### config.mk
export PLATFORM = sky130hd
export DESIGN_NAME = font_glyph_rle_decoder_flat
export DESIGN_NICKNAME = d
export VERILOG_FILES = /design/src/fgrd_pkg.sv /design/src/fgrd_ifs.sv /design/src/fgrd_cfg.sv /design/src/fgrd_front.sv /design/src/fgrd_back.sv /design/src/font_glyph_rle_decoder.sv /design/src/flat_wrapper.sv
export SDC_FILE = /design/constraint.sdc
export NUM_CORES = 1
export LEC_CHECK = 0
export ABC_AREA = 0
export BUFFER_PORTS_ARGS = -buffer_cell sky130_fd_sc_hd__buf_2
export CAP_MARGIN = 20
export CELL_PAD_IN_SITES_DETAIL_PLACEMENT = 0
export CELL_PAD_IN_SITES_GLOBAL_PLACEMENT = 1
export CORE_ASPECT_RATIO = 1.25
export CORE_MARGIN = 3
export CORE_UTILIZATION = 35
export DETAILED_ROUTE_END_ITERATION = 10
export PLACE_DENSITY_LB_ADDON = 0.1
export SKIP_LAST_GASP = 1
export SYNTH_ARGS = -nofsm -noshare
export SYNTH_HDL_FRONTEND = slang
export SYNTH_SLANG_ARGS = --single-unit
### constraint.sdc
create_clock -name clk -period 14.1 [get_ports clk]
set_clock_uncertainty 0.15 [all_clocks]
set_input_delay 1.41 -clock clk [delete_from_list [all_inputs] [get_ports clk]]
set_output_delay 1.41 -clock clk [all_outputs]
set_load 0.05 [all_outputs]
### src/fgrd_pkg.sv
// Package for the glyph run-length decoder: phase codes, register map,
// configuration and item types, field width helper.
// No dependencies; compiled first.
package fgrd_pkg;

  // Configuration register map (byte address = 4 * index)
  localparam int RegCount = 7;
  localparam int CfgAddrBits = 5;
  localparam logic [2:0] REG_ZERO_RUN = 3'd0;
  localparam logic [2:0] REG_ONE_RUN  = 3'd1;
  localparam logic [2:0] REG_WIDTH    = 3'd2;
  localparam logic [2:0] REG_HEIGHT   = 3'd3;
  localparam logic [2:0] REG_XOFF     = 3'd4;
  localparam logic [2:0] REG_YOFF     = 3'd5;
  localparam logic [2:0] REG_PITCH    = 3'd6;

  // Result kinds
  localparam logic KIND_METRICS = 1'b0;
  localparam logic KIND_RUN     = 1'b1;

  typedef enum logic [3:0] {
    PH_WIDTH,
    PH_HEIGHT,
    PH_XOFF,
    PH_YOFF,
    PH_PITCH,
    PH_ZERO,
    PH_ONE,
    PH_REPEAT,
    PH_IDLE
  } phase_t;

  typedef struct packed {
    logic [3:0] zero_run_bits;
    logic [3:0] one_run_bits;
    logic [3:0] width_bits;
    logic [3:0] height_bits;
    logic [3:0] x_offset_bits;
    logic [3:0] y_offset_bits;
    logic [3:0] pitch_bits;
  } cfg_t;

  localparam cfg_t CFG_RESET = '{
    zero_run_bits: 4'd4,
    one_run_bits:  4'd4,
    width_bits:    4'd5,
    height_bits:   4'd5,
    x_offset_bits: 4'd4,
    y_offset_bits: 4'd4,
    pitch_bits:    4'd5
  };

  typedef struct packed {
    logic [7:0] data_byte;
    logic       start_glyph;
  } in_item_t;

  typedef struct packed {
    logic              kind;
    logic [7:0]        glyph_width;
    logic [7:0]        glyph_height;
    logic signed [7:0] offset_x;
    logic signed [7:0] offset_y;
    logic [7:0]        pitch;
    logic [15:0]       start_index;
    logic [7:0]        zero_run;
    logic [7:0]        one_run;
    logic              last;
    logic              overflow;
  } out_item_t;

  // Head of the input queue as seen by the decoder
  typedef struct packed {
    logic     valid;
    in_item_t item;
  } queue_head_t;

  // Clamp a register value to 1..8
  function automatic logic [3:0] clamp_bits(input logic [3:0] v);
    logic [3:0] r;
    r = v;
    if (v == 4'd0) r = 4'd1;
    if (v > 4'd8)  r = 4'd8;
    return r;
  endfunction

  // Field width in bits for the header and run-count phases
  function automatic logic [3:0] field_bits(input cfg_t c, input phase_t p);
    logic [3:0] r;
    unique case (p)
      PH_WIDTH:  r = c.width_bits;
      PH_HEIGHT: r = c.height_bits;
      PH_XOFF:   r = c.x_offset_bits;
      PH_YOFF:   r = c.y_offset_bits;
      PH_PITCH:  r = c.pitch_bits;
      PH_ZERO:   r = c.zero_run_bits;
      PH_ONE:    r = c.one_run_bits;
      default:   r = 4'd1;
    endcase
    return clamp_bits(r);
  endfunction

endpackage

### src/fgrd_ifs.sv
// Valid/ready channel interfaces for the glyph decoder: byte input and
// result output. Depends on nothing.
interface fgrd_in_if;
  logic       valid;
  logic       ready;
  logic [7:0] data_byte;
  logic       start_glyph;

  modport source (output valid, output data_byte, output start_glyph, input ready);
  modport sink   (input valid, input data_byte, input start_glyph, output ready);
endinterface

interface fgrd_out_if;
  logic              valid;
  logic              ready;
  logic              kind;
  logic [7:0]        glyph_width;
  logic [7:0]        glyph_height;
  logic signed [7:0] offset_x;
  logic signed [7:0] offset_y;
  logic [7:0]        pitch;
  logic [15:0]       start_index;
  logic [7:0]        zero_run;
  logic [7:0]        one_run;
  logic              last;
  logic              overflow;

  modport source (output valid, output kind, output glyph_width, output glyph_height,
                  output offset_x, output offset_y, output pitch, output start_index,
                  output zero_run, output one_run, output last, output overflow,
                  input ready);
  modport sink   (input valid, input kind, input glyph_width, input glyph_height,
                  input offset_x, input offset_y, input pitch, input start_index,
                  input zero_run, input one_run, input last, input overflow,
                  output ready);
endinterface

### src/fgrd_cfg.sv
// APB-style register file holding the seven field-width registers.
// Depends on fgrd_pkg.
module fgrd_cfg
  import fgrd_pkg::*;
(
  input  logic                   clk,
  input  logic                   rst,
  input  logic                   psel,
  input  logic                   penable,
  input  logic                   pwrite,
  input  logic [CfgAddrBits-1:0] paddr,
  input  logic [31:0]            pwdata,
  output logic [31:0]            prdata,
  output logic                   pready,
  output cfg_t                   cfg
);

  logic [2:0] reg_idx;
  logic       wr_en;
  logic [3:0] rd_val;

  assign reg_idx = paddr[CfgAddrBits-1:2];
  assign wr_en   = psel && penable && pwrite;
  assign pready  = 1'b1;

  always_ff @(posedge clk) begin
    if (rst) begin
      cfg <= CFG_RESET;
    end else if (wr_en) begin
      case (reg_idx)
        REG_ZERO_RUN: cfg.zero_run_bits <= pwdata[3:0];
        REG_ONE_RUN:  cfg.one_run_bits  <= pwdata[3:0];
        REG_WIDTH:    cfg.width_bits    <= pwdata[3:0];
        REG_HEIGHT:   cfg.height_bits   <= pwdata[3:0];
        REG_XOFF:     cfg.x_offset_bits <= pwdata[3:0];
        REG_YOFF:     cfg.y_offset_bits <= pwdata[3:0];
        REG_PITCH:    cfg.pitch_bits    <= pwdata[3:0];
        default: ;  // unmapped address, write dropped
      endcase
    end
  end

  always_comb begin
    unique case (reg_idx)
      REG_ZERO_RUN: rd_val = cfg.zero_run_bits;
      REG_ONE_RUN:  rd_val = cfg.one_run_bits;
      REG_WIDTH:    rd_val = cfg.width_bits;
      REG_HEIGHT:   rd_val = cfg.height_bits;
      REG_XOFF:     rd_val = cfg.x_offset_bits;
      REG_YOFF:     rd_val = cfg.y_offset_bits;
      REG_PITCH:    rd_val = cfg.pitch_bits;
      default:      rd_val = 4'd0;
    endcase
  end

  assign prdata = {28'd0, rd_val};

endmodule

### src/fgrd_front.sv
// Front end: accepts glyph bytes and holds them in a two-entry queue
// for the bit-serial decoder. Depends on fgrd_pkg and fgrd_in_if.
module fgrd_front
  import fgrd_pkg::*;
(
  input  logic         clk,
  input  logic         rst,
  fgrd_in_if.sink      in_ch,
  input  logic         pop,
  output queue_head_t  head
);

  in_item_t   slots [2];
  logic       wr_ptr;
  logic       rd_ptr;
  logic [1:0] count;
  logic       push;

  assign in_ch.ready = (count != 2'd2);
  assign push        = in_ch.valid && in_ch.ready;

  always_ff @(posedge clk) begin
    if (rst) begin
      wr_ptr <= 1'b0;
      rd_ptr <= 1'b0;
      count  <= 2'd0;
    end else begin
      if (push) wr_ptr <= ~wr_ptr;
      if (pop)  rd_ptr <= ~rd_ptr;
      count <= count + 2'(push) - 2'(pop);
    end
  end

  always_ff @(posedge clk) begin
    if (push) begin
      slots[wr_ptr] <= '{data_byte: in_ch.data_byte, start_glyph: in_ch.start_glyph};
    end
  end

  assign head.valid = (count != 2'd0);
  assign head.item  = slots[rd_ptr];

endmodule

### src/fgrd_back.sv
// Back end: bit-serial header/run-pair decoder, output register. Parsing takes
// one head bit per cycle unless a result waits. Depends on fgrd_pkg, fgrd_out_if.
module fgrd_back
  import fgrd_pkg::*;
(
  input  logic         clk,
  input  logic         rst,
  input  cfg_t         cfg,
  input  queue_head_t  head,
  output logic         pop,
  fgrd_out_if.source   out_ch
);

  // glyph state
  phase_t      phase, phase_next;
  logic [2:0]  bit_idx;
  logic [2:0]  bits_taken, bits_taken_next;
  logic [7:0]  field_accum, field_accum_next;
  logic [7:0]  gw, gw_next, gh, gh_next, gx, gx_next, gy, gy_next, gp, gp_next;
  logic [7:0]  run_zero, run_zero_next, run_one, run_one_next;
  logic [15:0] pix_done, pix_done_next, pix_total, pix_total_next;

  // effective current state (start_glyph clears it at the first bit)
  logic        clr;
  phase_t      cur_phase;
  logic [2:0]  cur_taken;
  logic [7:0]  cur_accum, cur_w, cur_h, cur_x, cur_y, cur_p;
  logic [15:0] cur_done, cur_total;

  logic        in_bit;
  logic [3:0]  fbits;
  logic [7:0]  val;
  logic        field_done;
  logic [7:0]  bias;

  logic [15:0] room, room2, done_sum;
  logic [7:0]  zc, oc;

  logic        out_free;
  logic        step;
  logic        emit;
  out_item_t   emit_item;
  out_item_t   out_item;
  logic        out_valid;

  assign out_free = !out_valid || out_ch.ready;

  always_comb begin
    clr       = head.item.start_glyph && (bit_idx == 3'd0);
    cur_phase = clr ? PH_WIDTH : phase;
    cur_taken = clr ? 3'd0 : bits_taken;
    cur_accum = clr ? 8'd0 : field_accum;
    cur_w     = clr ? 8'd0 : gw;
    cur_h     = clr ? 8'd0 : gh;
    cur_x     = clr ? 8'd0 : gx;
    cur_y     = clr ? 8'd0 : gy;
    cur_p     = clr ? 8'd0 : gp;
    cur_done  = clr ? 16'd0 : pix_done;
    cur_total = clr ? 16'd0 : pix_total;

    in_bit     = head.item.data_byte[bit_idx];
    fbits      = field_bits(cfg, cur_phase);
    val        = cur_accum | (8'(in_bit) << cur_taken);
    field_done = ((4'(cur_taken) + 4'd1) == fbits);
    bias       = 8'd1 << (fbits - 4'd1);

    // run pair clipping against the pixels left in the bitmap
    room     = (cur_total > cur_done) ? (cur_total - cur_done) : 16'd0;
    zc       = ({8'd0, run_zero} < room) ? run_zero : room[7:0];
    room2    = room - {8'd0, zc};
    oc       = ({8'd0, run_one} < room2) ? run_one : room2[7:0];
    done_sum = cur_done + {8'd0, zc} + {8'd0, oc};

    phase_next       = cur_phase;
    bits_taken_next  = cur_taken;
    field_accum_next = cur_accum;
    gw_next          = cur_w;
    gh_next          = cur_h;
    gx_next          = cur_x;
    gy_next          = cur_y;
    gp_next          = cur_p;
    run_zero_next    = run_zero;
    run_one_next     = run_one;
    pix_done_next    = cur_done;
    pix_total_next   = cur_total;
    emit             = 1'b0;
    emit_item        = '0;

    if (cur_phase != PH_REPEAT && cur_phase != PH_IDLE) begin
      bits_taken_next  = field_done ? 3'd0 : (cur_taken + 3'd1);
      field_accum_next = field_done ? 8'd0 : val;
    end

    unique case (cur_phase)
      PH_WIDTH: begin
        if (field_done) begin
          gw_next    = val;
          phase_next = PH_HEIGHT;
        end
      end
      PH_HEIGHT: begin
        if (field_done) begin
          gh_next    = val;
          phase_next = PH_XOFF;
        end
      end
      PH_XOFF: begin
        if (field_done) begin
          gx_next    = val - bias;
          phase_next = PH_YOFF;
        end
      end
      PH_YOFF: begin
        if (field_done) begin
          gy_next    = val - bias;
          phase_next = PH_PITCH;
        end
      end
      PH_PITCH: begin
        if (field_done) begin
          gp_next        = val;
          pix_total_next = 16'(cur_w) * 16'(cur_h);
          pix_done_next  = 16'd0;
          emit           = 1'b1;
          emit_item.kind = KIND_METRICS;
          emit_item.last = (cur_w == 8'd0) || (cur_h == 8'd0);
          phase_next     = emit_item.last ? PH_IDLE : PH_ZERO;
        end
      end
      PH_ZERO: begin
        if (field_done) begin
          run_zero_next = val;
          phase_next    = PH_ONE;
        end
      end
      PH_ONE: begin
        if (field_done) begin
          run_one_next = val;
          phase_next   = PH_REPEAT;
        end
      end
      PH_REPEAT: begin
        // one pass of the pair, reported on its repeat bit
        emit                  = 1'b1;
        emit_item.kind        = KIND_RUN;
        emit_item.start_index = cur_done;
        emit_item.zero_run    = zc;
        emit_item.one_run     = oc;
        emit_item.last        = !in_bit && (done_sum >= cur_total);
        emit_item.overflow    = (zc != run_zero) || (oc != run_one);
        pix_done_next         = done_sum;
        if (in_bit)                     phase_next = PH_REPEAT;
        else if (done_sum >= cur_total) phase_next = PH_IDLE;
        else                            phase_next = PH_ZERO;
      end
      PH_IDLE: ;
      default: phase_next = PH_IDLE;
    endcase

    emit_item.glyph_width  = gw_next;
    emit_item.glyph_height = gh_next;
    emit_item.offset_x     = gx_next;
    emit_item.offset_y     = gy_next;
    emit_item.pitch        = gp_next;
  end

  // only a bit that makes a result waits on the output side; idle bytes drain
  assign step = head.valid && (!emit || out_free);
  assign pop  = step && ((bit_idx == 3'd7) || (cur_phase == PH_IDLE));

  always_ff @(posedge clk) begin
    if (rst) begin
      phase       <= PH_WIDTH;
      bit_idx     <= 3'd0;
      bits_taken  <= 3'd0;
      field_accum <= 8'd0;
      gw          <= 8'd0;
      gh          <= 8'd0;
      gx          <= 8'd0;
      gy          <= 8'd0;
      gp          <= 8'd0;
      run_zero    <= 8'd0;
      run_one     <= 8'd0;
      pix_done    <= 16'd0;
      pix_total   <= 16'd0;
    end else if (step) begin
      phase       <= phase_next;
      bit_idx     <= pop ? 3'd0 : (bit_idx + 3'd1);
      bits_taken  <= bits_taken_next;
      field_accum <= field_accum_next;
      gw          <= gw_next;
      gh          <= gh_next;
      gx          <= gx_next;
      gy          <= gy_next;
      gp          <= gp_next;
      run_zero    <= run_zero_next;
      run_one     <= run_one_next;
      pix_done    <= pix_done_next;
      pix_total   <= pix_total_next;
    end
  end

  // output register
  always_ff @(posedge clk) begin
    if (rst) begin
      out_valid <= 1'b0;
    end else if (step && emit) begin
      out_valid <= 1'b1;
    end else if (out_ch.ready) begin
      out_valid <= 1'b0;
    end
  end

  always_ff @(posedge clk) begin
    if (step && emit) begin
      out_item <= emit_item;
    end
  end

  assign out_ch.valid        = out_valid;
  assign out_ch.kind         = out_item.kind;
  assign out_ch.glyph_width  = out_item.glyph_width;
  assign out_ch.glyph_height = out_item.glyph_height;
  assign out_ch.offset_x     = out_item.offset_x;
  assign out_ch.offset_y     = out_item.offset_y;
  assign out_ch.pitch        = out_item.pitch;
  assign out_ch.start_index  = out_item.start_index;
  assign out_ch.zero_run     = out_item.zero_run;
  assign out_ch.one_run      = out_item.one_run;
  assign out_ch.last         = out_item.last;
  assign out_ch.overflow     = out_item.overflow;

endmodule

### src/font_glyph_rle_decoder.sv
// Top level of the glyph run-length decoder: register file, input queue
// and bit-serial decoder. Depends on fgrd_pkg, fgrd_ifs, fgrd_cfg,
// fgrd_front and fgrd_back.
//
// Usage:
//  - in_ch carries compressed glyph bytes (data_byte, start_glyph). A byte
//    with start_glyph = 1 restarts the header parse at its bit 0.
//  - out_ch carries one transaction per metrics item or run-pair pass.
//  - The APB port sets the seven field widths; write them only while the
//    decoder is idle. pready is tied high.
// Throughput: one bit per cycle through the bit-serial decoder unless a
//   result stalls it; bytes that arrive after a glyph has ended are dropped
//   whole, without a bit-serial pass. Each bit yields at most one result.
// Path: a byte is written into a queue slot, its bits are parsed from the
//   queue head, and each result is registered in out_item before out_ch.
// Reset (rst, synchronous): queue emptied, output cleared, registers back
//   to their defaults, parser at the header width field.
// Stall: while out_ch holds a result that is not taken and the next bit
//   would make another, the decoder waits; the two-entry queue then fills
//   and in_ch.ready drops.
module font_glyph_rle_decoder
  import fgrd_pkg::*;
(
  input  logic                   clk,
  input  logic                   rst,
  fgrd_in_if.sink                in_ch,
  fgrd_out_if.source             out_ch,
  input  logic                   psel,
  input  logic                   penable,
  input  logic                   pwrite,
  input  logic [CfgAddrBits-1:0] paddr,
  input  logic [31:0]            pwdata,
  output logic [31:0]            prdata,
  output logic                   pready
);

  cfg_t        cfg;
  queue_head_t head;
  logic        pop;

  fgrd_cfg u_cfg (
    .clk     (clk),
    .rst     (rst),
    .psel    (psel),
    .penable (penable),
    .pwrite  (pwrite),
    .paddr   (paddr),
    .pwdata  (pwdata),
    .prdata  (prdata),
    .pready  (pready),
    .cfg     (cfg)
  );

  // front: byte queue between the channel and the decoder
  fgrd_front u_front (
    .clk   (clk),
    .rst   (rst),
    .in_ch (in_ch),
    .pop   (pop),
    .head  (head)
  );

  // back: bit-serial parse and result register
  fgrd_back u_back (
    .clk    (clk),
    .rst    (rst),
    .cfg    (cfg),
    .head   (head),
    .pop    (pop),
    .out_ch (out_ch)
  );

endmodule
### src/flat_wrapper.sv
// flat-port wrapper written by rule: the top's interface ports become plain ports
module font_glyph_rle_decoder_flat import fgrd_pkg::*;
  (clk, rst, psel, penable, pwrite, paddr, pwdata, prdata, pready, in_ch_valid, in_ch_data_byte, in_ch_start_glyph, in_ch_ready, out_ch_valid, out_ch_kind, out_ch_glyph_width, out_ch_glyph_height, out_ch_offset_x, out_ch_offset_y, out_ch_pitch, out_ch_start_index, out_ch_zero_run, out_ch_one_run, out_ch_last, out_ch_overflow, out_ch_ready);
  fgrd_in_if in_ch_i ();
  fgrd_out_if out_ch_i ();
  input  logic clk;
  input  logic rst;
  input  logic psel;
  input  logic penable;
  input  logic pwrite;
  input  logic [CfgAddrBits-1:0] paddr;
  input  logic [31:0] pwdata;
  output logic [31:0] prdata;
  output logic pready;
  input wire logic [$bits(in_ch_i.valid)-1:0] in_ch_valid;
  input wire logic [$bits(in_ch_i.data_byte)-1:0] in_ch_data_byte;
  input wire logic [$bits(in_ch_i.start_glyph)-1:0] in_ch_start_glyph;
  output wire logic [$bits(in_ch_i.ready)-1:0] in_ch_ready;
  output wire logic [$bits(out_ch_i.valid)-1:0] out_ch_valid;
  output wire logic [$bits(out_ch_i.kind)-1:0] out_ch_kind;
  output wire logic [$bits(out_ch_i.glyph_width)-1:0] out_ch_glyph_width;
  output wire logic [$bits(out_ch_i.glyph_height)-1:0] out_ch_glyph_height;
  output wire logic [$bits(out_ch_i.offset_x)-1:0] out_ch_offset_x;
  output wire logic [$bits(out_ch_i.offset_y)-1:0] out_ch_offset_y;
  output wire logic [$bits(out_ch_i.pitch)-1:0] out_ch_pitch;
  output wire logic [$bits(out_ch_i.start_index)-1:0] out_ch_start_index;
  output wire logic [$bits(out_ch_i.zero_run)-1:0] out_ch_zero_run;
  output wire logic [$bits(out_ch_i.one_run)-1:0] out_ch_one_run;
  output wire logic [$bits(out_ch_i.last)-1:0] out_ch_last;
  output wire logic [$bits(out_ch_i.overflow)-1:0] out_ch_overflow;
  input wire logic [$bits(out_ch_i.ready)-1:0] out_ch_ready;
  assign in_ch_i.valid = in_ch_valid;
  assign in_ch_i.data_byte = in_ch_data_byte;
  assign in_ch_i.start_glyph = in_ch_start_glyph;
  assign in_ch_ready = in_ch_i.ready;
  assign out_ch_valid = out_ch_i.valid;
  assign out_ch_kind = out_ch_i.kind;
  assign out_ch_glyph_width = out_ch_i.glyph_width;
  assign out_ch_glyph_height = out_ch_i.glyph_height;
  assign out_ch_offset_x = out_ch_i.offset_x;
  assign out_ch_offset_y = out_ch_i.offset_y;
  assign out_ch_pitch = out_ch_i.pitch;
  assign out_ch_start_index = out_ch_i.start_index;
  assign out_ch_zero_run = out_ch_i.zero_run;
  assign out_ch_one_run = out_ch_i.one_run;
  assign out_ch_last = out_ch_i.last;
  assign out_ch_overflow = out_ch_i.overflow;
  assign out_ch_i.ready = out_ch_ready;
  font_glyph_rle_decoder u_core (.clk(clk), .rst(rst), .in_ch(in_ch_i), .out_ch(out_ch_i), .psel(psel), .penable(penable), .pwrite(pwrite), .paddr(paddr), .pwdata(pwdata), .prdata(prdata), .pready(pready));
endmodule
==> tab_implementation.tex, run 1 <==
\begin{tabular}{lr}
\hline
Metric & Value \\
\hline
\multicolumn{2}{l}{\textbf{Clocking}} \\
\quad Clk pin slew, worst setup/hold paths & around 60 ps \\
\quad CTS root buffer & sky130\_fd\_sc\_hd\_\_clkbuf\_16 \\
\quad Number of buffers on the longest clock path & 3 \\
\quad CTS tree & built \\
\quad H-tree levels & 1 \\
\quad Insertion delay of the later-clocked pin in the worst-skew pair & between 500 and 600 ps \\
\quad Number of sinks driven by the clock tree & between 200 and 250 \\
\quad Num CTS Buffers & 27 \\
\multicolumn{2}{l}{\textbf{STA}} \\
\quad Final number of max-transition violations & 0 \\
\quad Final critical delay including setup and external delays & roughly 13000 ps \\
\quad Number of failing setup endpoints in the final timing report & 0 \\
\quad Maximum achievable frequency & between 0.07 and 0.08 GHz \\
\quad Final period utilization & between 90\% and 100\% \\
\quad Setup repair after global routing missed its margin & no \\
\quad Total negative slack for setup checks & 0 ps \\
\quad Fin worst setup slack & $\sim$860 ps \\
\quad Final Hold Vio Count & 0 \\
\quad Remaining max-slew budget at the tightest pin & a little over a quarter \\
\quad Transition time at the pin with the least slew margin & 1110 ps \\
\multicolumn{2}{l}{\textbf{Power}} \\
\quad Share of total power in sequential cells & about 22\% \\
\quad Static leakage power & between 7 and 8 nW \\
\quad IR drop worst, VDD & 0.0000902 V \\
\quad Areal power density over the cells & around 180 nW/um2 \\
\quad Design Power & roughly 3.4 mW \\
\quad Cell-internal power & between 1.5 and 2 mW \\
\quad Switching Share & 42.3\% \\
\quad Net Sw Power & roughly 1.4 mW \\
\quad Clk pwr share & between 20\% and 30\% \\
\quad Combinational cell fraction of total power & between 50\% and 60\% \\
\multicolumn{2}{l}{\textbf{Logic synthesis}} \\
\quad Share of synthesized flip-flops with an asynchronous set or reset & 0\% \\
\quad Warnings from Yosys & 0 \\
\quad Post-synth EDFFs & 93 \\
\quad Most used flip-flop cell after synthesis & sky130\_fd\_sc\_hd\_\_dfxtp\_1 \\
\quad Syn\_area\_per\_cell & 8.57 um2 \\
\quad Synthesized area & approximately 17000 um2 \\
\quad Proportion of synthesized chip area in sequential cells & between 30\% and 40\% \\
\quad Count of state elements after synthesis & 233 \\
\quad Number of distinct library cells after synthesis & about 100 \\
\quad Post-synthesis cell count & about 1.9k \\
\multicolumn{2}{l}{\textbf{Global routing}} \\
\quad GRT overflow & 0 \\
\quad Antenna violations before repair & 0 \\
\quad First-pass GRT wire length & between 70000 and 80000 um \\
\quad Overall global routing resource usage & between 10\% and 20\% \\
\quad Via count of the first global-routing pass & around 14k \\
\quad Largest net degree at the start of global routing & 67 \\
\multicolumn{2}{l}{\textbf{Route}} \\
\quad Final routed DRC violation total & 0 \\
\quad Via count of the routed design & $\sim$14k \\
\quad Number of detailed-routing iterations run before antenna repair & 5 \\
\quad Routed wire length & slightly above 50000 um \\
\quad First-iteration detailed-routing DRC count & approximately 800 \\
\quad Via-per-instance ratio & $\sim$5.2 \\
\quad Remaining antenna violation count after routing & 0 \\
\quad Average wire per standard cell & approximately 19 um \\
\multicolumn{2}{l}{\textbf{Critical path}} \\
\quad Max stage delay cell, worst path & sky130\_fd\_sc\_hd\_\_or4\_1 \\
\quad Kind of cell adding the most delay to the critical path & compound AO/OA/AOI/OAI gates \\
\quad Signal arrival time at the worst endpoint & approximately 14000 ps \\
\quad Buf+Inv Stages, Crit Path & 8 \\
\quad Largest driver fanout on the critical path & 28 \\
\quad Cell mode on critical path & sky130\_fd\_sc\_hd\_\_ha\_1 \\
\quad Crit path launch type & register \\
\quad Worst stage delay on the critical path & 580 ps \\
\quad Required time of the critical path & roughly 14000 ps \\
\quad Type of the worst setup path & reg2reg \\
\quad Critical Path Sink Type & register \\
\multicolumn{2}{l}{\textbf{Place}} \\
\quad DP Wirelength & roughly 38000 um \\
\quad Global placement routability congestion & 0.849 \\
\quad Port buffer count & between 100 and 150 \\
\quad Worst setup slack before clock tree synthesis & about 670 ps \\
\multicolumn{2}{l}{\textbf{Finish}} \\
\quad Antenna Diode Count & 0 \\
\quad Leading cell types in the layout, fill and taps excluded & sky130\_fd\_sc\_hd\_\_nand2\_1 (220), sky130\_fd\_sc\_hd\_\_nor2\_1 (218), sky130\_fd\_sc\_hd\_\_dfxtp\_1 (139), sky130\_fd\_sc\_hd\_\_inv\_1 (132), sky130\_fd\_sc\_hd\_\_a21oi\_1 (127) \\
\quad Area growth, synth to finish & 15.2\% \\
\quad Ratio of cells with drive above 1 in the final layout & 16.0\% \\
\quad Most frequent standard cell in the layout excluding fill and tap cells & sky130\_fd\_sc\_hd\_\_nand2\_1 \\
\quad NumNets Final & about 2.3k \\
\multicolumn{2}{l}{\textbf{Floorplanning}} \\
\quad Std cell rows & 88 \\
\quad Starting density of the core & roughly 36\% \\
\quad Top-level port count & roughly 160 \\
\quad Die X-Extent & slightly above 200 um \\
\quad Die boundary height & 250 um \\
\quad Core Footprint & between 40000 and 50000 um2 \\
\quad Area of the die & 50200 um2 \\
\multicolumn{2}{l}{\textbf{Run}} \\
\quad Reported max-cap violation count & 0 \\
\multicolumn{2}{l}{\textbf{Status}} \\
\quad Outcome & finished, final reports clean \\
\multicolumn{2}{l}{\textbf{Min path}} \\
\quad Min-Delay Path Class & reg2reg \\
\hline
\end{tabular}
metal layers:
| layer | GRT usage (%) | share of wire, % | vias up |
|---|---|---|---|
| met5 | 0 | 0 | - |
| met4 | 6.43 | 3.3 | 0 |
| met3 | 2.28 | 3.7 | 68 |
| met2 | 34.1 | 48 | 280 |
| met1 | 25.6 | 45 | 6806 |
| li1 | - | - | 7028 |
worst min-delay path, delay by kind of cell (launching register included):
kind | cells | cell delay (ps)
AOI/OAI and AO/OA | 1 | 50
DFF | 1 | 310
and+or+nand+nor | 1 | 50
through the flow:
stage	std cells	instance area [um2]	utilization [%]	hold slack (ps)
after floorplan	1968	16700	-	287
after global placement	2659	18200	39.1	291
after detailed placement	2659	18200	39.1	297
after CTS	2709	19100	41.1	306
after global routing	2711	19200	41.2	327
final	2711	19200	41.2	303
Yosys cell counts (12+ instances only):
| cell | number | area, um2 |
|---|---|---|
| sky130_fd_sc_hd__nand2_1 | 221 | 830 |
| sky130_fd_sc_hd__nor2_1 | 219 | 822 |
| sky130_fd_sc_hd__dfxtp_1 | 140 | 2800 |
| sky130_fd_sc_hd__inv_1 | 133 | 499 |
| sky130_fd_sc_hd__a21oi_1 | 128 | 641 |
| sky130_fd_sc_hd__ha_1 | 110 | 1380 |
| sky130_fd_sc_hd__clkbuf_1 | 94 | 353 |
| sky130_fd_sc_hd__edfxtp_1 | 93 | 2790 |
| sky130_fd_sc_hd__o21ai_0 | 84 | 420 |
| sky130_fd_sc_hd__nor3_1 | 55 | 275 |
| sky130_fd_sc_hd__nand3_1 | 51 | 255 |
| sky130_fd_sc_hd__mux2i_1 | 49 | 490 |
| sky130_fd_sc_hd__fa_1 | 43 | 861 |
| sky130_fd_sc_hd__and3_1 | 40 | 250 |
| sky130_fd_sc_hd__xnor2_1 | 38 | 333 |
| sky130_fd_sc_hd__buf_4 | 31 | 233 |
| sky130_fd_sc_hd__xor2_1 | 29 | 254 |
| sky130_fd_sc_hd__a211oi_1 | 21 | 158 |
| sky130_fd_sc_hd__nand2b_1 | 21 | 131 |
| sky130_fd_sc_hd__and2_1 | 20 | 125 |
| sky130_fd_sc_hd__a21o_1 | 19 | 143 |
| sky130_fd_sc_hd__a31o_2 | 17 | 149 |
| sky130_fd_sc_hd__buf_2 | 17 | 85.1 |
| sky130_fd_sc_hd__a221oi_1 | 15 | 131 |
| sky130_fd_sc_hd__nand4_1 | 15 | 93.8 |
| sky130_fd_sc_hd__nor2b_1 | 13 | 81.3 |
| sky130_fd_sc_hd__a22oi_1 | 12 | 90.1 |
| sky130_fd_sc_hd__o21a_1 | 12 | 90.1 |
sequential cells by signal, indices dropped and copies added, names as in the netlist, 16 cells and up, named ones only:
register / cells
u_core.u_back.pix_total: 16
u_core.u_back.out_ch.start_index: 16
u_core.u_front.slots: 18
u_core.u_cfg.cfg: 28
u_core.u_back.pix_done: 16
final cells by class:
class,count,area (um2)
Clock buffer,33,719
Clock inverter,17,219
Fill cell,4790,27400
Inverter,134,504
Multi-Input combinational cell,1451,10000
Sequential cell,233,5600
Tap cell,630,788
Timing Repair Buffer,213,1360
what timing repair did:
action / 4_1_cts / 5_1_grt
resized for setup: 0 / 9
endpoints found under the setup margin: 0 / 4
hold buffers: 0 / 0
buffers inserted: 0 / 2
worst paths after layout:
check	endpoint	cells after the start	slack, ps	from
worst min register to register	u_core.u_back.gp[6]	2	300	u_core.u_back.gp[6]
worst max register to register	u_core.u_back.phase[0]	63	860	register
worst max-delay path	u_core.u_back.phase[0]	63	860	register
worst min-delay path	u_core.u_back.gp[6]	2	300	u_core.u_back.gp[6]
kinds of logic after synthesis:
group / Yosys count / share of synthesized area [%]
buf+inv: 284 / 7.28
simple gates: 699 / 19.3
fa+ha+maj: 154 / 13.5
flops: 233 / 33.6
other cells: 2 / 0.0451
xor+xnor: 67 / 3.53
compound gates: 432 / 17.6
mux: 70 / 5.11
power groups by stage:
stage	Sequential (mW)	Clock [mW]	Combinational, mW
after floorplan	0.759	0	1.24
after global placement	0.776	0	1.87
after detailed placement	0.777	0	1.88
after CTS	0.762	0.772	1.89
after global routing	0.767	0.798	2.08
final	0.763	0.749	1.89
Power figures use the tool's default switching activity.
==> run 2: changes to the inputs <==
--- a/config.mk
+++ b/config.mk
@@ -6,7 +6,6 @@
 export NUM_CORES = 1
 export LEC_CHECK = 0
 export ABC_AREA = 0
-export BUFFER_PORTS_ARGS = -buffer_cell sky130_fd_sc_hd__buf_2
 export CAP_MARGIN = 20
 export CELL_PAD_IN_SITES_DETAIL_PLACEMENT = 0
 export CELL_PAD_IN_SITES_GLOBAL_PLACEMENT = 1
@@ -14,7 +13,9 @@
 export CORE_MARGIN = 3
 export CORE_UTILIZATION = 35
 export DETAILED_ROUTE_END_ITERATION = 10
+export DONT_BUFFER_PORTS = 1
 export PLACE_DENSITY_LB_ADDON = 0.1
+export SETUP_SLACK_MARGIN = 0.02
 export SKIP_LAST_GASP = 1
 export SYNTH_ARGS = -nofsm -noshare
 export SYNTH_HDL_FRONTEND = slang
==> constraint.sdc (replaced) <==
create_clock -name clk -period 17.1 [get_ports clk]
set_clock_uncertainty 0.15 [all_clocks]
set_input_delay 1.71 -clock clk [delete_from_list [all_inputs] [get_ports clk]]
set_output_delay 1.71 -clock clk [all_outputs]
set_load 0.05 [all_outputs]
==> run 2 against run 1 <==
Combinational power fell by 29%. Via count fell by 5.1%. Register-to-register slack improved by 660 ps. Global-route usage fell by 0.12 points. Fmax fell by 15%. Sequential cell count did not move. Clock-buffer cell count fell by 1. Clock power fell by 13%. Worst hold slack improved by 2.4 ps. Sequential share of layout area rose by 1.9 points. Critical path type unchanged. Critical endpoint unchanged. Largest cell class unchanged.
==> tab_implementation.tex, run 2 (same netlist as run 1, synthesis figures left out) <==
\begin{tabular}{lr}
\hline
Metric & Value \\
\hline
\multicolumn{2}{l}{\textbf{Status}} \\
\quad Outcome & finished, final reports clean (unchanged) \\
\multicolumn{2}{l}{\textbf{Place}} \\
\quad Global placement routability congestion & 0.849 (unchanged) \\
\quad Port buffer count & 0 (was 103) \\
\quad DP Wirelength & 36500 um (was 38100 um) \\
\multicolumn{2}{l}{\textbf{Global routing}} \\
\quad Largest net degree at the start of global routing & 132 (was 67) \\
\quad Antenna violations before repair & 0 (unchanged) \\
\quad First-pass GRT wire length & 78900 um (was 79700 um) \\
\quad Via count of the first global-routing pass & 13.3k (was 13.9k) \\
\quad GRT overflow & 0 (unchanged) \\
\quad Overall global routing resource usage & 19.6\% (was 19.7\%) \\
\multicolumn{2}{l}{\textbf{Critical path}} \\
\quad Signal arrival time at the worst endpoint & 15890 ps (was 13560 ps) \\
\quad Required time of the critical path & 17420 ps (was 14430 ps) \\
\quad Critical Path Sink Type & register (unchanged) \\
\quad Critical R2R Launch & u\_core.u\_back.bit\_idx[0] \\
\quad Largest driver fanout on the critical path & 21 (was 28) \\
\quad Worst stage delay on the critical path & 650 ps (was 580 ps) \\
\quad Kind of cell adding the most delay to the critical path & compound AO/OA/AOI/OAI gates (unchanged) \\
\quad Slack of the worst reg-to-reg path & 1530 ps (was 860 ps) \\
\quad Capturing point of the worst reg2reg path & u\_core.u\_back.phase[0] (unchanged) \\
\quad Type of the worst setup path & reg2reg (unchanged) \\
\quad Crit. path cell count & 65 (was 63) \\
\quad Crit path launch type & register (unchanged) \\
\quad Max stage delay cell, worst path & sky130\_fd\_sc\_hd\_\_or4\_1 (unchanged) \\
\quad Reg2Reg Depth & 65 (was 63) \\
\quad Cell mode on critical path & sky130\_fd\_sc\_hd\_\_ha\_1 (unchanged) \\
\quad Buf+Inv Stages, Crit Path & 5 (was 8) \\
\multicolumn{2}{l}{\textbf{Clocking}} \\
\quad Number of sinks driven by the clock tree & 233 (unchanged) \\
\quad Insertion delay of the later-clocked pin in the worst-skew pair & 570 ps (was 580 ps) \\
\quad Clk pin slew, worst setup/hold paths & 60 ps (about the same) \\
\quad H-tree levels & 1 (unchanged) \\
\quad CTS tree & built (unchanged) \\
\quad CTS root buffer & sky130\_fd\_sc\_hd\_\_clkbuf\_16 (unchanged) \\
\quad Num CTS Buffers & 27 (unchanged) \\
\quad Number of buffers on the longest clock path & 3 (unchanged) \\
\quad Buffers inserted during post-CTS setup optimization & 0 (unchanged) \\
\multicolumn{2}{l}{\textbf{Power}} \\
\quad IR drop worst, VDD & 0.0000828 V (was 0.0000902 V) \\
\quad Net Sw Power & 1.14 mW (was 1.44 mW) \\
\quad Static leakage power & 7.19 nW (was 7.92 nW) \\
\quad Cell-internal power & 1.48 mW (was 1.96 mW) \\
\quad Switching Share & 43.4\% (was 42.3\%) \\
\quad Areal power density over the cells & 145 nW/um2 (was 177 nW/um2) \\
\quad Combinational cell fraction of total power & 51.1\% (was 55.6\%) \\
\quad Clk pwr share & 24.8\% (was 22.0\%) \\
\quad Share of total power in sequential cells & 24.1\% (was 22.4\%) \\
\multicolumn{2}{l}{\textbf{Finish}} \\
\quad Largest register FFs & 28 (unchanged) \\
\quad NumNets Final & 2072 (was 2266) \\
\quad Antenna Diode Count & 0 (unchanged) \\
\quad Regs by FF count & u\_core.u\_cfg.cfg (28), u\_core.u\_front.slots (18) (unchanged) \\
\quad Most flop-heavy register & u\_core.u\_cfg.cfg (unchanged) \\
\quad Most frequent standard cell in the layout excluding fill and tap cells & sky130\_fd\_sc\_hd\_\_nand2\_1 (unchanged) \\
\quad Ratio of cells with drive above 1 in the final layout & 7.21\% (was 16.0\%) \\
\quad Area growth, synth to finish & 8.05\% (was 15.2\%) \\
\quad Leading cell types in the layout, fill and taps excluded & sky130\_fd\_sc\_hd\_\_nand2\_1 (220), sky130\_fd\_sc\_hd\_\_nor2\_1 (218), sky130\_fd\_sc\_hd\_\_dfxtp\_1 (140), sky130\_fd\_sc\_hd\_\_inv\_1 (132), sky130\_fd\_sc\_hd\_\_a21oi\_1 (128) (was sky130\_fd\_sc\_hd\_\_nand2\_1 (220), sky130\_fd\_sc\_hd\_\_nor2\_1 (218), sky130\_fd\_sc\_hd\_\_dfxtp\_1 (139), sky130\_fd\_sc\_hd\_\_inv\_1 (132), sky130\_fd\_sc\_hd\_\_a21oi\_1 (127)) \\
\multicolumn{2}{l}{\textbf{Route}} \\
\quad Final routed DRC violation total & 0 (unchanged) \\
\quad Average wire per standard cell & 20.0 um (was 18.8 um) \\
\quad Number of detailed-routing iterations run before antenna repair & 5 (unchanged) \\
\quad Via count of the routed design & 13.5k (was 14.2k) \\
\quad Remaining antenna violation count after routing & 0 (unchanged) \\
\quad First-iteration detailed-routing DRC count & 870 (was 780) \\
\quad Routed wire length & 50400 um (was 50900 um) \\
\quad Via-per-instance ratio & 5.35 (was 5.23) \\
\multicolumn{2}{l}{\textbf{STA}} \\
\quad Transition time at the pin with the least slew margin & 955 ps (was 1110 ps) \\
\quad Number of failing setup endpoints in the final timing report & 0 (unchanged) \\
\quad Setup repair after global routing missed its margin & no (unchanged) \\
\quad Final critical delay including setup and external delays & 15570 ps (was 13240 ps) \\
\quad Final period utilization & 91.1\% (was 93.9\%) \\
\quad Remaining max-slew budget at the tightest pin & 35.8\% (was 26.1\%) \\
\quad Worst hold margin & 305 ps (was 303 ps) \\
\quad Maximum achievable frequency & 0.0642 GHz (was 0.0756 GHz) \\
\quad Final number of max-transition violations & 0 (unchanged) \\
\quad Total negative slack for setup checks & 0 ps (unchanged) \\
\quad Final Hold Vio Count & 0 (unchanged) \\
\multicolumn{2}{l}{\textbf{Floorplanning}} \\
\quad Top-level port count & 163 (unchanged) \\
\quad Area of the die & 50200 um2 (unchanged) \\
\quad Std cell rows & 88 (unchanged) \\
\quad Die boundary height & 250 um (unchanged) \\
\quad Starting density of the core & 35.7\% (unchanged) \\
\quad Die X-Extent & 201 um (unchanged) \\
\quad Core Footprint & 46600 um2 (unchanged) \\
\multicolumn{2}{l}{\textbf{Min path}} \\
\quad End point of the worst hold path & u\_core.u\_back.gy[4] (was u\_core.u\_back.gp[6]) \\
\quad Min-Delay Path Class & reg2reg (unchanged) \\
\quad Instance count along the most critical hold path & 2 (unchanged) \\
\quad Startpoint of the lowest-slack hold path & u\_core.u\_back.gy[4] (was u\_core.u\_back.gp[6]) \\
\multicolumn{2}{l}{\textbf{Run}} \\
\quad Reported max-cap violation count & 0 (unchanged) \\
\hline
\end{tabular}
## run 2: timing repair
action | CTS | global route
resized for setup | 0 | 1
hold buffers | 0 | 0
endpoints found under the setup margin | 0 | 4
endpoints found under the hold margin | 0 | 0
## run 2: stage by stage
stage	total power [mW]	area, um2	cells	worst slack, ps	utilization (%)
5_1_grt	2.81	18000	2517	236	38.6
2_1_floorplan	1.65	16700	1968	3990	-
3_5_place_dp	1.98	17000	2467	1210	36.5
3_3_place_gp	1.97	17000	2467	1250	36.5
6_report	2.62	18000	2517	1530	38.6
4_1_cts	2.64	18000	2517	1090	38.6
## run 2: worst reg2reg max path, delay by kind of cell (launching register included)
family	cells	cell delay [ps]
flops	1	410
buf+inv	5	590
simple gates	23	5120
xor+xnor	2	530
fa+ha+maj	10	3310
compound gates	25	5340
## run 2: worst max path at each step
| stage | startpoint | end |
|---|---|---|
| after floorplan | u_core.u_back.bit_idx[0] | u_core.u_back.out_ch.last |
| after global placement | u_core.u_back.bit_idx[0] | u_core.u_back.out_ch.last |
| after detailed placement | u_core.u_back.bit_idx[0] | u_core.u_back.out_ch.last |
| after CTS | u_core.u_back.bit_idx[0] | u_core.u_back.phase[0] |
| after global routing | u_core.u_back.bit_idx[0] | u_core.u_back.phase[0] |
| final | u_core.u_back.bit_idx[0] | u_core.u_back.phase[0] |
## run 2: cell type report
cell class | count | area, um2
Fill cell | 4779 | 28600
Multi-Input combinational cell | 1451 | 9970
Sequential cell | 233 | 5600
Tap cell | 630 | 788
Clock buffer | 32 | 726
Inverter | 134 | 504
Clock inverter | 18 | 259
Timing Repair Buffer | 19 | 143
## run 2: routing by layer
metal | vias to the layer above | routed length, um | global-route usage (%)
met4 | 0 | 1160 | 4.98
met2 | 225 | 25000 | 34.8
met3 | 47 | 1650 | 2.47
met1 | 6551 | 22500 | 25.2
met5 | - | 0 | 0
li1 | 6638 | - | -
## run 2: power by group through the flow
| stage | logic [mW] | clock network (mW) | registers (mW) |
|---|---|---|---|
| after floorplan | 1.03 | 0 | 0.626 |
| after global placement | 1.33 | 0 | 0.642 |
| after detailed placement | 1.33 | 0 | 0.642 |
| after CTS | 1.34 | 0.671 | 0.630 |
| after global routing | 1.48 | 0.695 | 0.634 |
| final | 1.34 | 0.650 | 0.630 |
==> run 3: changes to the inputs <==
--- a/config.mk
+++ b/config.mk
@@ -19,4 +19,5 @@
 export SKIP_LAST_GASP = 1
 export SYNTH_ARGS = -nofsm -noshare
 export SYNTH_HDL_FRONTEND = slang
+export SYNTH_HIERARCHICAL = 1
 export SYNTH_SLANG_ARGS = --single-unit
==> run 3 against run 2 <==
Core utilization grew 0.094 points. Total power shrank 12%. Global-route usage shrank 0.20 points. Sequential share of layout area shrank 0.076 points. Critical path depth shrank 2. Sequential power is essentially flat. Largest power group unchanged.
==> tab_implementation.tex, run 3 <==
\begin{tabular}{lr}
\hline
Metric & Value \\
\hline
\multicolumn{2}{l}{\textbf{Status}} \\
\quad Outcome & finished, final reports clean (unchanged) \\
\multicolumn{2}{l}{\textbf{Power}} \\
\quad IR drop worst, VDD & 0.0000914 V (was 0.0000828 V) \\
\quad Areal power density over the cells & 128 nW/um2 (was 145 nW/um2) \\
\quad Net Sw Power & 943 uW (was 1.14 mW) \\
\quad Static leakage power & 7.46 nW (was 7.19 nW) \\
\quad Clk pwr share & 26.9\% (was 24.8\%) \\
\quad Combinational cell fraction of total power & 45.7\% (was 51.1\%) \\
\quad Switching Share & 41.0\% (was 43.4\%) \\
\quad Cell-internal power & 1.36 mW (was 1.48 mW) \\
\quad Share of total power in sequential cells & 27.4\% (was 24.1\%) \\
\multicolumn{2}{l}{\textbf{Critical path}} \\
\quad Crit path launch type & register (unchanged) \\
\quad Worst stage delay on the critical path & 610 ps (was 650 ps) \\
\quad Max stage delay cell, worst path & sky130\_fd\_sc\_hd\_\_and2\_1 (was sky130\_fd\_sc\_hd\_\_or4\_1) \\
\quad Required time of the critical path & 17440 ps (was 17420 ps) \\
\quad Signal arrival time at the worst endpoint & 15780 ps (was 15890 ps) \\
\quad Critical Path Sink Type & register (unchanged) \\
\quad Largest driver fanout on the critical path & 35 (was 21) \\
\quad Type of the worst setup path & reg2reg (unchanged) \\
\multicolumn{2}{l}{\textbf{Clocking}} \\
\quad PostCTS Resize Cnt & 0 (unchanged) \\
\quad H-tree levels & 1 (unchanged) \\
\quad Num CTS Buffers & 27 (unchanged) \\
\quad Buffers inserted during post-CTS setup optimization & 0 (unchanged) \\
\quad CTS tree & built (unchanged) \\
\quad Hold\_buf cts & 0 (unchanged) \\
\quad Number of buffers on the longest clock path & 3 (unchanged) \\
\quad CTS root buffer & sky130\_fd\_sc\_hd\_\_clkbuf\_16 (unchanged) \\
\quad Insertion delay of the later-clocked pin in the worst-skew pair & 560 ps (was 570 ps) \\
\quad Number of sinks driven by the clock tree & 233 (unchanged) \\
\quad Clk pin slew, worst setup/hold paths & 70 ps (was 60 ps) \\
\multicolumn{2}{l}{\textbf{Floorplanning}} \\
\quad Core Footprint & 46600 um2 (unchanged) \\
\quad Area of the die & 50200 um2 (about the same) \\
\quad Die boundary height & 250 um (about the same) \\
\quad Top-level port count & 163 (unchanged) \\
\quad Std cell rows & 88 (unchanged) \\
\quad Starting density of the core & 35.7\% (about the same) \\
\quad Die X-Extent & 201 um (about the same) \\
\multicolumn{2}{l}{\textbf{Global routing}} \\
\quad Via count of the first global-routing pass & 13.1k (was 13.3k) \\
\quad Global Route met2 Usage & 34.7\% (was 34.8\%) \\
\quad Peak-usage layer in the global routing report & met2 (unchanged) \\
\quad GRT overflow & 0 (unchanged) \\
\quad Antenna violations before repair & 0 (unchanged) \\
\quad GR Layer Usage met1 & 24.3\% (was 25.2\%) \\
\quad Met3 track demand over resource & 2.77\% (was 2.47\%) \\
\quad Largest net degree at the start of global routing & 149 (was 132) \\
\quad Overall global routing resource usage & 19.4\% (was 19.6\%) \\
\quad First-pass GRT wire length & 78100 um (was 78900 um) \\
\multicolumn{2}{l}{\textbf{Logic synthesis}} \\
\quad Number of distinct library cells after synthesis & 106 (was 102) \\
\quad Area leader, netlist & sky130\_fd\_sc\_hd\_\_dfxtp\_1 (unchanged) \\
\quad Most used flip-flop cell after synthesis & sky130\_fd\_sc\_hd\_\_dfxtp\_1 (unchanged) \\
\quad Area share of the leading cell type in the synthesized netlist & 16.8\% (about the same) \\
\quad Synthesized area & 16600 um2 (about the same) \\
\quad Top cells by instance count after synthesis & sky130\_fd\_sc\_hd\_\_nor2\_1 (243), sky130\_fd\_sc\_hd\_\_nand2\_1 (158), sky130\_fd\_sc\_hd\_\_dfxtp\_1 (140), sky130\_fd\_sc\_hd\_\_inv\_1 (129), sky130\_fd\_sc\_hd\_\_ha\_1 (107) (was sky130\_fd\_sc\_hd\_\_nand2\_1 (221), sky130\_fd\_sc\_hd\_\_nor2\_1 (219), sky130\_fd\_sc\_hd\_\_dfxtp\_1 (140), sky130\_fd\_sc\_hd\_\_inv\_1 (133), sky130\_fd\_sc\_hd\_\_a21oi\_1 (128)) \\
\quad Count of state elements after synthesis & 233 (unchanged) \\
\quad Warnings from Yosys & 6 (was 0) \\
\quad Proportion of synthesized chip area in sequential cells & 33.6\% (about the same) \\
\quad Syn\_area\_per\_cell & 8.69 um2 (was 8.57 um2) \\
\quad Share of synthesized flip-flops with an asynchronous set or reset & 0\% (unchanged) \\
\quad Post-synthesis cell count & 1914 (was 1941) \\
\quad Largest cells by area after synthesis & sky130\_fd\_sc\_hd\_\_dfxtp\_1 (17\%), sky130\_fd\_sc\_hd\_\_edfxtp\_1 (17\%), sky130\_fd\_sc\_hd\_\_ha\_1 (8.0\%) (was sky130\_fd\_sc\_hd\_\_dfxtp\_1 (17\%), sky130\_fd\_sc\_hd\_\_edfxtp\_1 (17\%), sky130\_fd\_sc\_hd\_\_ha\_1 (8.3\%)) \\
\quad Post-synth EDFFs & 93 (unchanged) \\
\quad Top-count cell post-synth & sky130\_fd\_sc\_hd\_\_nor2\_1 (was sky130\_fd\_sc\_hd\_\_nand2\_1) \\
\multicolumn{2}{l}{\textbf{STA}} \\
\quad Remaining max-slew budget at the tightest pin & 24.8\% (was 35.8\%) \\
\quad Total negative slack for setup checks & 0 ps (unchanged) \\
\quad Number of failing setup endpoints in the final timing report & 0 (unchanged) \\
\quad Final number of max-transition violations & 0 (unchanged) \\
\quad Transition time at the pin with the least slew margin & 1120 ps (was 955 ps) \\
\quad Maximum achievable frequency & 0.0648 GHz (was 0.0642 GHz) \\
\quad Final Hold Vio Count & 0 (unchanged) \\
\quad Worst hold margin & 318 ps (was 305 ps) \\
\quad Setup repair after global routing missed its margin & no (unchanged) \\
\quad Final period utilization & 90.3\% (was 91.1\%) \\
\quad Final critical delay including setup and external delays & 15440 ps (was 15570 ps) \\
\multicolumn{2}{l}{\textbf{Finish}} \\
\quad Most frequent standard cell in the layout excluding fill and tap cells & sky130\_fd\_sc\_hd\_\_nor2\_1 (was sky130\_fd\_sc\_hd\_\_nand2\_1) \\
\quad Leading cell types in the layout, fill and taps excluded & sky130\_fd\_sc\_hd\_\_nor2\_1 (242), sky130\_fd\_sc\_hd\_\_nand2\_1 (158), sky130\_fd\_sc\_hd\_\_dfxtp\_1 (140), sky130\_fd\_sc\_hd\_\_inv\_1 (129), sky130\_fd\_sc\_hd\_\_ha\_1 (107) (was sky130\_fd\_sc\_hd\_\_nand2\_1 (220), sky130\_fd\_sc\_hd\_\_nor2\_1 (218), sky130\_fd\_sc\_hd\_\_dfxtp\_1 (140), sky130\_fd\_sc\_hd\_\_inv\_1 (132), sky130\_fd\_sc\_hd\_\_a21oi\_1 (128)) \\
\quad Ratio of cells with drive above 1 in the final layout & 7.67\% (was 7.21\%) \\
\quad Filler Cell Count & 4825 (was 4779) \\
\quad Most flop-heavy register & u\_core/u\_cfg/cfg (was u\_core.u\_cfg.cfg) \\
\quad NumNets Final & 2058 (was 2072) \\
\quad Area growth, synth to finish & 8.38\% (was 8.05\%) \\
\quad Antenna Diode Count & 0 (unchanged) \\
\quad Largest register FFs & 28 (unchanged) \\
\quad Regs by FF count & u\_core/u\_cfg/cfg (28), u\_core/u\_front/slots (18) (was u\_core.u\_cfg.cfg (28), u\_core.u\_front.slots (18)) \\
\multicolumn{2}{l}{\textbf{Route}} \\
\quad Via-per-instance ratio & 5.25 (was 5.35) \\
\quad Remaining antenna violation count after routing & 0 (unchanged) \\
\quad Routed wire length & 50200 um (was 50400 um) \\
\quad First-iteration detailed-routing DRC count & 617 (was 870) \\
\quad Number of detailed-routing iterations run before antenna repair & 5 (unchanged) \\
\quad Average wire per standard cell & 20.0 um (about the same) \\
\quad Via count of the routed design & 13.2k (was 13.5k) \\
\quad Final routed DRC violation total & 0 (unchanged) \\
\multicolumn{2}{l}{\textbf{Min path}} \\
\quad Min-Delay Path Class & reg2reg (unchanged) \\
\multicolumn{2}{l}{\textbf{Place}} \\
\quad Global placement routability congestion & 0.829 (was 0.849) \\
\quad Port buffer count & 0 (unchanged) \\
\quad DP Wirelength & 36700 um (was 36500 um) \\
\multicolumn{2}{l}{\textbf{Run}} \\
\quad Reported max-cap violation count & 0 (unchanged) \\
\hline
\end{tabular}
-- run 3: cell count changes after synthesis, moves of 10 or more --
cell,before,now
sky130_fd_sc_hd__a21oi_1,128,86
sky130_fd_sc_hd__a221oi_1,15,5
sky130_fd_sc_hd__buf_1,6,17
sky130_fd_sc_hd__clkbuf_1,94,78
sky130_fd_sc_hd__mux2_2,9,19
sky130_fd_sc_hd__mux2i_1,49,64
sky130_fd_sc_hd__nand2_1,221,158
sky130_fd_sc_hd__nand2b_1,21,37
sky130_fd_sc_hd__nor2_1,219,243
sky130_fd_sc_hd__nor3_1,55,73
sky130_fd_sc_hd__xnor2_1,38,48
-- run 3: final timing paths --
check	startpoint	to	slack, ps	depth (start not counted)
min reg2reg	u_core/u_back/gy[7]	u_core/u_back/gy[7]	320	2
max	register	u_core/u_back/phase[3]	1660	63
max reg2reg	register	u_core/u_back/phase[3]	1660	63
min	u_core/u_back/gy[7]	u_core/u_back/gy[7]	320	2
-- run 3: per-stage QoR --
step	setup WS (ps)	power (mW)	cells	cell area [um2]	util, %
6_report	1660	2.30	2508	18000	38.7
4_1_cts	1530	2.33	2507	18000	38.7
3_5_place_dp	1600	1.69	2457	17100	36.7
5_1_grt	492	2.45	2508	18000	38.7
2_1_floorplan	3080	1.45	1941	16700	-
3_3_place_gp	1500	1.69	2456	17100	36.7
-- run 3: layer usage --
layer / vias to the layer above / part of all wire, % / wire (um)
met5: - / 0 / 0
met4: 0 / 2.8 / 1400
met3: 68 / 3.4 / 1690
met2: 200 / 50 / 25000
met1: 6364 / 44 / 22100
li1: 6546 / - / -
-- run 3: cell type report --
class	instances	area, um2	area share, %
Multi-Input combinational cell	1438	10000	55.6
Inverter	130	488	2.71
Tap cell	630	788	4.37
Timing Repair Buffer	27	200	1.11
Sequential cell	233	5600	31.0
Clock buffer	31	711	3.94
Clock inverter	19	229	1.27
-- run 3: worst max-delay path, delay by kind of cell, from the launching register on --
| family | cells | cell delay (ps) |
|---|---|---|
| fa+ha+maj | 9 | 3210 |
| xor+xnor | 1 | 200 |
| simple gates | 16 | 3820 |
| buf+inv | 8 | 1380 |
| flops | 1 | 540 |
| compound gates | 27 | 5160 |
| mux | 2 | 870 |
-- run 3: logic make-up after synthesis --
| group | Yosys count | synth area share (%) |
|---|---|---|
| and+or+nand+nor | 726 | 20.9 |
| AOI/OAI and AO/OA | 370 | 15.6 |
| buffers and inverters | 270 | 6.96 |
| DFF | 233 | 33.6 |
| adders and majority gates | 153 | 13.3 |
| muxes | 92 | 6.06 |
| xor gates and xnor gates | 68 | 3.58 |
| other | 2 | 0.0451 |
-- run 3: power groups by stage --
stage | combinational [mW] | clock [mW] | sequential [mW]
after detailed placement | 1.05 | 0 | 0.643
after floorplan | 0.819 | 0 | 0.627
final | 1.05 | 0.619 | 0.632
after CTS | 1.06 | 0.640 | 0.631
after global routing | 1.16 | 0.663 | 0.635
after global placement | 1.05 | 0 | 0.643
